**src/hw/rtl/rcpd_pkg.sv**
```systemverilog
// Shared types, register map and reset values for the RC pulse decoder.
package rcpd_pkg;

  localparam int NUM_CHANNELS_DEF = 8;
  localparam int TIME_BITS_DEF    = 16;

  localparam int PADDR_W = 5;
  localparam int PDATA_W = 32;

  localparam logic [15:0] SYNC_MIN_WIDTH_RST   = 16'd7000;
  localparam logic [3:0]  FRAME_CHANNELS_RST   = 4'd8;
  localparam logic [3:0]  FAILSAFE_CHANNEL_RST = 4'd1;
  localparam logic [15:0] FAILSAFE_LOW_RST     = 16'd1500;
  localparam logic [15:0] FAILSAFE_HIGH_RST    = 16'd4500;

  typedef enum logic [2:0] {
    REG_PPM_MODE         = 3'd0,
    REG_PPM_PULSE_LEVEL  = 3'd1,
    REG_SYNC_MIN_WIDTH   = 3'd2,
    REG_FRAME_CHANNELS   = 3'd3,
    REG_FAILSAFE_CHANNEL = 3'd4,
    REG_FAILSAFE_LOW     = 3'd5,
    REG_FAILSAFE_HIGH    = 3'd6
  } reg_idx_t;

  typedef struct packed {
    logic        ppm_mode;
    logic        ppm_pulse_level;
    logic [15:0] sync_min_width;
    logic [3:0]  frame_channels;
    logic [3:0]  failsafe_channel;
    logic [15:0] failsafe_low;
    logic [15:0] failsafe_high;
  } cfg_t;

  typedef struct packed {
    logic [15:0] capture_time;
    logic        pin_level;
    logic [3:0]  source_channel;
  } in_item_t;

  typedef struct packed {
    logic        width_valid;
    logic [3:0]  width_channel;
    logic [15:0] pulse_width;
    logic        sync_seen;
    logic [15:0] good_count;
    logic [15:0] noise_count;
  } out_item_t;

endpackage

```
**src/hw/rtl/rcpd_apb_regs.sv**
```systemverilog
// APB register file holding the decoder configuration.
module rcpd_apb_regs import rcpd_pkg::*; (
  input  logic               clk,
  input  logic               rst_n,
  input  logic               psel,
  input  logic               penable,
  input  logic               pwrite,
  input  logic [PADDR_W-1:0] paddr,
  input  logic [PDATA_W-1:0] pwdata,
  output logic [PDATA_W-1:0] prdata,
  output logic               pready,
  output cfg_t               cfg
);

  cfg_t     cfg_r;
  logic     wr_en;
  reg_idx_t idx;

  assign pready = 1'b1;
  assign wr_en  = psel & penable & pwrite;
  assign idx    = reg_idx_t'(paddr[PADDR_W-1:2]);
  assign cfg    = cfg_r;

  always_ff @(posedge clk) begin
    if (!rst_n) begin
      cfg_r.ppm_mode         <= 1'b0;
      cfg_r.ppm_pulse_level  <= 1'b1;
      cfg_r.sync_min_width   <= SYNC_MIN_WIDTH_RST;
      cfg_r.frame_channels   <= FRAME_CHANNELS_RST;
      cfg_r.failsafe_channel <= FAILSAFE_CHANNEL_RST;
      cfg_r.failsafe_low     <= FAILSAFE_LOW_RST;
      cfg_r.failsafe_high    <= FAILSAFE_HIGH_RST;
    end else if (wr_en) begin
      case (idx)
        REG_PPM_MODE:         cfg_r.ppm_mode         <= pwdata[0];
        REG_PPM_PULSE_LEVEL:  cfg_r.ppm_pulse_level  <= pwdata[0];
        REG_SYNC_MIN_WIDTH:   cfg_r.sync_min_width   <= pwdata[15:0];
        REG_FRAME_CHANNELS:   cfg_r.frame_channels   <= pwdata[3:0];
        REG_FAILSAFE_CHANNEL: cfg_r.failsafe_channel <= pwdata[3:0];
        REG_FAILSAFE_LOW:     cfg_r.failsafe_low     <= pwdata[15:0];
        REG_FAILSAFE_HIGH:    cfg_r.failsafe_high    <= pwdata[15:0];
        default: ;
      endcase
    end
  end

  always_comb begin
    prdata = '0;
    case (idx)
      REG_PPM_MODE:         prdata[0]    = cfg_r.ppm_mode;
      REG_PPM_PULSE_LEVEL:  prdata[0]    = cfg_r.ppm_pulse_level;
      REG_SYNC_MIN_WIDTH:   prdata[15:0] = cfg_r.sync_min_width;
      REG_FRAME_CHANNELS:   prdata[3:0]  = cfg_r.frame_channels;
      REG_FAILSAFE_CHANNEL: prdata[3:0]  = cfg_r.failsafe_channel;
      REG_FAILSAFE_LOW:     prdata[15:0] = cfg_r.failsafe_low;
      REG_FAILSAFE_HIGH:    prdata[15:0] = cfg_r.failsafe_high;
      default:              prdata       = '0;
    endcase
  end

endmodule

```
**src/hw/rtl/rc_pwm_ppm_pulse_decoder.sv**
```systemverilog
// Top level of the RC receiver pulse decoder: PWM capture and PPM frame decoding.
//
// Each input beat is one captured timer edge and yields exactly one result beat. A beat is held
// in an input register, decoded by a single pass of subtract and compare logic against the
// channel rise-time registers, the PPM slot state and the failsafe counters, and lands in an
// output register; that state is updated when the beat moves into the output register. A new
// beat is accepted every cycle while the output side keeps up. An accepted beat passes through
// the input register and then the output register before output valid rises; a stalled
// output holds the beat in the output register and, once the input register is also full,
// stalls the input. The user must write configuration through the APB port only while no
// beat is in flight; the block itself does not enforce this.
module rc_pwm_ppm_pulse_decoder import rcpd_pkg::*; #(
  parameter int NUM_CHANNELS = NUM_CHANNELS_DEF,
  parameter int TIME_BITS    = TIME_BITS_DEF
) (
  input  logic               clk,
  input  logic               rst_n,
  input  logic               in_valid,
  output logic               in_ready,
  input  in_item_t           in_data,
  output logic               out_valid,
  input  logic               out_ready,
  output out_item_t          out_data,
  input  logic               psel,
  input  logic               penable,
  input  logic               pwrite,
  input  logic [PADDR_W-1:0] paddr,
  input  logic [PDATA_W-1:0] pwdata,
  output logic [PDATA_W-1:0] prdata,
  output logic               pready
);

  localparam int CH_IDX_W = (NUM_CHANNELS > 1) ? $clog2(NUM_CHANNELS) : 1;
  localparam int CMP_W    = (TIME_BITS > 16) ? TIME_BITS : 16;

  cfg_t cfg;

  rcpd_apb_regs u_regs (
    .clk     (clk),
    .rst_n   (rst_n),
    .psel    (psel),
    .penable (penable),
    .pwrite  (pwrite),
    .paddr   (paddr),
    .pwdata  (pwdata),
    .prdata  (prdata),
    .pready  (pready),
    .cfg     (cfg)
  );

  // Input stage and output stage.
  logic      in_v_r;
  in_item_t  in_r;
  logic      out_v_r;
  out_item_t out_r;
  logic      advance;

  // Decoder state.
  logic [TIME_BITS-1:0] rise_r [NUM_CHANNELS];
  logic [TIME_BITS-1:0] last_edge_r;
  logic [3:0]           slot_r;
  logic [15:0]          good_r;
  logic [15:0]          noise_r;

  logic [TIME_BITS-1:0] last_edge_nxt;
  logic [3:0]           slot_nxt;
  logic [15:0]          good_nxt;
  logic [15:0]          noise_nxt;
  logic                 rise_we;
  logic [CH_IDX_W-1:0]  rise_idx;
  out_item_t            res;

  assign advance   = in_v_r & (~out_v_r | out_ready);
  assign in_ready  = ~in_v_r | advance;
  assign out_valid = out_v_r;
  assign out_data  = out_r;

  always_comb begin
    logic [TIME_BITS+15:0] t_ext;
    logic [TIME_BITS-1:0]  t;
    logic [3:0]            src_m1;
    logic                  src_ok;
    logic [TIME_BITS-1:0]  width;
    logic [TIME_BITS-1:0]  gap;
    logic [TIME_BITS+15:0] width_ext;
    logic [CMP_W-1:0]      width_c;
    logic [CMP_W-1:0]      gap_c;
    logic                  valid;
    logic [3:0]            chan;
    logic                  sync;

    t_ext  = {{TIME_BITS{1'b0}}, in_r.capture_time};
    t      = t_ext[TIME_BITS-1:0];
    src_m1 = in_r.source_channel - 4'd1;
    src_ok = (in_r.source_channel != 4'd0) &&
             (in_r.source_channel <= 4'(NUM_CHANNELS));
    rise_idx = src_m1[CH_IDX_W-1:0];
    gap      = t - last_edge_r;
    gap_c    = CMP_W'(gap);

    valid         = 1'b0;
    chan          = 4'd0;
    width         = '0;
    sync          = 1'b0;
    rise_we       = 1'b0;
    last_edge_nxt = last_edge_r;
    slot_nxt      = slot_r;

    if (!cfg.ppm_mode) begin
      if (src_ok) begin
        if (in_r.pin_level) begin
          rise_we = 1'b1;
        end else begin
          width = t - rise_r[rise_idx];
          valid = 1'b1;
          chan  = in_r.source_channel;
        end
      end
    end else if (in_r.pin_level == cfg.ppm_pulse_level) begin
      last_edge_nxt = t;
      if (gap_c > CMP_W'(cfg.sync_min_width)) begin
        slot_nxt = 4'd1;
        sync     = 1'b1;
      end else if ((slot_r != 4'd0) && (slot_r <= cfg.frame_channels)) begin
        // Slots past the implemented channels still advance but report nothing.
        if (slot_r <= 4'(NUM_CHANNELS)) begin
          valid = 1'b1;
          chan  = slot_r;
          width = gap;
        end
        slot_nxt = slot_r + 4'd1;
      end
    end

    width_c   = CMP_W'(width);
    good_nxt  = good_r;
    noise_nxt = noise_r;
    if (valid && (chan == cfg.failsafe_channel)) begin
      if ((width_c > CMP_W'(cfg.failsafe_low)) && (width_c < CMP_W'(cfg.failsafe_high))) begin
        good_nxt = good_r + 16'd1;
      end else begin
        noise_nxt = noise_r + 16'd1;
      end
    end

    width_ext         = {16'd0, width};
    res.width_valid   = valid;
    res.width_channel = chan;
    res.pulse_width   = width_ext[15:0];
    res.sync_seen     = sync;
    res.good_count    = good_nxt;
    res.noise_count   = noise_nxt;
  end

  always_ff @(posedge clk) begin
    if (!rst_n) begin
      in_v_r  <= 1'b0;
      out_v_r <= 1'b0;
    end else begin
      if (in_ready) begin
        in_v_r <= in_valid;
      end
      if (advance) begin
        out_v_r <= 1'b1;
      end else if (out_ready) begin
        out_v_r <= 1'b0;
      end
    end
  end

  always_ff @(posedge clk) begin
    if (in_ready && in_valid) begin
      in_r <= in_data;
    end
    if (advance) begin
      out_r <= res;
    end
  end

  always_ff @(posedge clk) begin
    if (!rst_n) begin
      for (int i = 0; i < NUM_CHANNELS; i++) begin
        rise_r[i] <= '0;
      end
      last_edge_r <= '0;
      slot_r      <= 4'd0;
      good_r      <= 16'd0;
      noise_r     <= 16'd0;
    end else if (advance) begin
      if (rise_we) begin
        rise_r[rise_idx] <= last_edge_nxt_time();
      end
      last_edge_r <= last_edge_nxt;
      slot_r      <= slot_nxt;
      good_r      <= good_nxt;
      noise_r     <= noise_nxt;
    end
  end

  // Capture time of the beat in the input register, at the timer width.
  function automatic logic [TIME_BITS-1:0] last_edge_nxt_time();
    logic [TIME_BITS+15:0] ext;
    ext = {{TIME_BITS{1'b0}}, in_r.capture_time};
    return ext[TIME_BITS-1:0];
  endfunction

endmodule

```
**config.mk**
```make
export PLATFORM = sky130hd
export DESIGN_NAME = rc_pwm_ppm_pulse_decoder
export DESIGN_NICKNAME = d
export VERILOG_FILES = /design/src/hw/rtl/rcpd_pkg.sv /design/src/hw/rtl/rcpd_apb_regs.sv /design/src/hw/rtl/rc_pwm_ppm_pulse_decoder.sv
export SDC_FILE = /design/constraint.sdc
export NUM_CORES = 1
export LEC_CHECK = 0
export ABC_AREA = 0
export BUFFER_PORTS_ARGS = -buffer_cell sky130_fd_sc_hd__buf_2
export CORE_ASPECT_RATIO = 1.5
export CORE_MARGIN = 5
export CORE_UTILIZATION = 47
export DETAILED_ROUTE_END_ITERATION = 7
export PLACE_DENSITY = 0.68
export SLEW_MARGIN = 30
export SYNTH_ARGS = -nofsm -noshare
export SYNTH_HDL_FRONTEND = slang
export SYNTH_HIERARCHICAL = 1
export SYNTH_SLANG_ARGS = --single-unit
```
**constraint.sdc**
```tcl
create_clock -name clk -period 7.9 [get_ports clk]
set_input_delay 1.58 -clock clk [delete_from_list [all_inputs] [get_ports clk]]
set_output_delay 1.58 -clock clk [all_outputs]
set_load 0.02 [all_outputs]
```
==> summary.txt <==
========================================================================================
I/O Buffers                                                                          118
Unrepaired setup endpoints after global routing                                       no
Number of top-level pins                                                             154
Half-perimeter wire length after placement                                       28.9 mm
Simple-gate share of the synthesized area                                          0.182
Layer with the highest usage after global routing                                   met2
WHS Endpoint                                                                last_edge_r[7]
Slowest library cell on the worst path                                      sky130_fd_sc_hd__edfxtp_1
CTS clock-pin slew for the worst setup and hold paths                              60 ps
Run status                                                                     completed
Least-Margin Pin Slew                                                             974 ps
Setup-violating endpoint count in the final report                                     0
Max-slew violation count                                                               0
Crit Reg-Reg Endpoint                                                          good_r[5]
Share of Yosys cell area claimed by the top area cell type                         0.363
Async set-reset flop share out of synthesis                                            0
CP Max Fanout                                                                         48
Start of the worst register-to-register path                                     in_r[6]
Peak supply drop                                                                0.206 mV
Total congestion overflow                                                              0
Avg Vias per Cell                                                                   5.71
Count of different cell masters after synthesis                                       78
Buffers plus inverters on the worst setup path                                         3
Utilization after layout                                                           0.536
Mux share of post-synthesis cell area                                             0.0365
Number of vias in the routed layout                                               12,616
Die X                                                                             164 um
Area of the die                                                             39,700 sq um
Adder-cell share of the synthesized area                                          0.0664
HP Start                                                                    last_edge_r[7]
Number of enable flip-flop cells after synthesis                                     203
Sort of element at the start of the critical path                              flip-flop
Diode insertion count for antenna repair                                               0
Initial antenna violation count                                                        0
Maximum level of the CTS H-tree                                                        1
CTS Buf Count                                                                         31
Via count of the first global-routing pass                                        12,570
Number of nets with antenna violations after routing                                   0
Category of cells accounting for the largest share of critical-path delay   compound AO/OA/AOI/OAI gates
Share of cells above drive strength 1                                              0.139
Number of storage elements in the synthesis netlist                                  315
Largest family of logic cells by synthesized area                           simple AND/OR/NAND/NOR gates
Area of the core region                                                     35,200 sq um
Final Worst Setup Slack                                                           450 ps
Die extent in y                                                                   242 um
DRC viols                                                                              0
Maximum clock path buffer count                                                        3
Crit-path max cell delay                                                          540 ps
Clock tree sinks                                                                     315
Maximum clock rate                                                               134 MHz
Cell Count Post-Placement                                                          2,149
CTS Root Cell                                                               sky130_fd_sc_hd__clkbuf_16
Met1 layer usage reported by global route                                          0.243
Power density relative to cell area                                          200 nW/um^2
Layout net count                                                                   1,866
Mapped Cells                                                                       1,614
Fraction of the mapped netlist area in compound gates                              0.132
Worst setup path class                                                           reg2reg
Max_cap viols                                                                          0
Routed WL                                                                        42.0 mm
Number of rows in the core area                                                       84
Synth warn                                                                             6
Most used cell, CP                                                          sky130_fd_sc_hd__a21oi_1
Routed length per instance                                                       19.0 um
Number of cells on the worst hold path                                                 2
Detailed-router iteration count before antenna repair                                  5
Global-route total usage across every layer                                        0.204
Cell accounting for the most synthesized area                               sky130_fd_sc_hd__edfxtp_1
Latest clock arrival within the worst-skew pair                                   590 ps
Leading register cell type out of synthesis                                 sky130_fd_sc_hd__edfxtp_1
Register area share after synthesis                                                0.496
Synth Area per Inst                                                           10.4 sq um
Period Utilization, post-route                                                     0.943
Fin Clk Skew                                                                     22.3 ps
Total count of hold-check failures in the final report                                 0
Clock period minus final worst setup slack                                       7450 ps
First-pass GRT wire length                                                       65.8 mm
Total Neg Setup Slack                                                               0 ps
Setup WS pre-CTS                                                                  170 ps
Register-to-register path setup slack                                             450 ps
Synth Cell Area                                                             16,800 sq um
Clock tree from TritonCTS                                                           done
Starting utilization of the core area                                              0.477
Fillcell total                                                                     3,086
Post-Layout Cell Count                                                             2,210
Cell depth of the worst flop-to-flop path                                             29
Worst slew margin relative to its limit                                            0.348
Required time of the worst setup path                                            8400 ps
Type of the worst min-delay path                                                 reg2reg
Largest net degree at the start of global routing                                     94
Arrival time at the worst endpoint                                               7950 ps
LEAKAGE                                                                          7.79 nW
Worst Setup End Kind                                                           flip-flop
Met2 track demand over resource in global routing                                  0.372
Layout area overhead                                                               12.4%
Final estimated routing congestion in global placement                             0.892
Area contributors post-synth                                                sky130_fd_sc_hd__edfxtp_1, sky130_fd_sc_hd__dfxtp_1, sky130_fd_sc_hd__ha_1, sky130_fd_sc_hd__and3_1, sky130_fd_sc_hd__nand2_1
Global Route met3 Usage                                                           0.0216
Detailed router's first-iteration violation count                                    986
Number of buffers inserted by hold repair at cts                                       0
XOR/XNOR share of the synthesized area                                            0.0338
========================================================================================
-- state kept, by name (all words and copies together), names as in the netlist --
signal and cells:
noise_r 16, last_edge_r 16, rise_r 128, u_regs/cfg 58
out_data 54, in_v_r 1, slot_r 4, in_r 21
good_r 16, out_valid 1
-- stage by stage --
step                hold slack, ps  total power [mW]  instance area, sq um
floorplan                      436              2.23                 16900
global placement               442              2.40                 17900
detailed placement             447              2.41                 17900
CTS                            456              3.82                 18800
global route                   467              3.93                 18900
finish                         454              3.78                 18900
-- Yosys cell counts (all sizes together) (6+ instances only) --
master and count:
mux2i 53, nand4 19, or3 18, a22oi 37, a221oi 15, o21ai 31, o31ai 28, nand3b 6
xor2 35, dfxtp 112, nand2b 19, nand3 33, o21a 7, buf 35, and2 6, o211ai 16
xnor2 29, nor4 6, a22o 54, a21oi 75, a21o 15, and3 143, clkbuf 74, nor2 67
edfxtp 203, inv 98, or2 9, nor3 24, nor2b 29, nand2 148, or4 27, ha 86
-- logic make-up (layout without fill, tap and decap cells) --
| kind of cell | Yosys count | count (layout) |
|---|---|---|
| multiplexers | 59 | 59 |
| AO/OA/AOI/OAI | 313 | 313 |
| XOR/XNOR | 64 | 64 |
| other | 2 | 17 |
| adder cells (fa/ha/maj) | 88 | 88 |
| flip-flops | 315 | 315 |
| AND/OR/NAND/NOR | 566 | 566 |
| buffers and inverters | 207 | 315 |
-- tightest hold or removal path: stages, from the launching register on --
cell and delay (ps):
sky130_fd_sc_hd__dfxtp_1 310, sky130_fd_sc_hd__nand2_1 50, sky130_fd_sc_hd__a21oi_1 50
-- layout make-up --
class | instances | area (sq um) | share of cell area
clock buffers | 45 | 838 | 0.0444
clock inverters | 12 | 104 | 0.00550
inverters | 98 | 368 | 0.0195
multi-input cells | 1107 | 7680 | 0.407
flip-flops and latches | 315 | 8340 | 0.442
well taps | 473 | 592 | 0.0313
repair buffers | 160 | 956 | 0.0506
-- cell usage in the layout (no fill, tap or decap), types with 54 or more instances in the layout --
cell and n:
sky130_fd_sc_hd__buf_2 118, sky130_fd_sc_hd__dfxtp_1 112, sky130_fd_sc_hd__and3_1 143, sky130_fd_sc_hd__a22o_1 54, sky130_fd_sc_hd__ha_1 86, sky130_fd_sc_hd__edfxtp_1 203
sky130_fd_sc_hd__nor2_1 59, sky130_fd_sc_hd__nand2_1 147, sky130_fd_sc_hd__a21oi_1 74, sky130_fd_sc_hd__inv_1 96
-- worst max-delay path by stage --
stage                  from          to  slack [ps]  depth (start not counted)
finish              in_r[6]   good_r[5]         450                         29
global route        in_r[5]   good_r[8]          30                         32
floorplan           in_r[5]  good_r[11]        1230                         29
CTS                 in_r[6]   good_r[5]         140                         29
global placement    in_r[6]   good_r[7]         290                         29
detailed placement  in_r[6]   good_r[5]         170                         29
-- per-layer routing --
layer	vias to the layer above	share of wire	routed length, um
met1	6077	0.40	16900
met4	0	0.037	1540
met5	-	0	0
met2	329	0.52	21700
met3	88	0.045	1910
li1	6122	-	-
-- power by group --
group	total [mW]	internal [mW]	switching [mW]
clock network	1.40	0.772	0.631
logic	0.546	0.203	0.343
registers	1.83	1.81	0.0282
-- timing repair --
action,4_1_cts,5_1_grt
setup buffers,0,4
gates resized for setup,0,5
setup endpoints to repair,0,15
(Power assumes the default switching activity.)
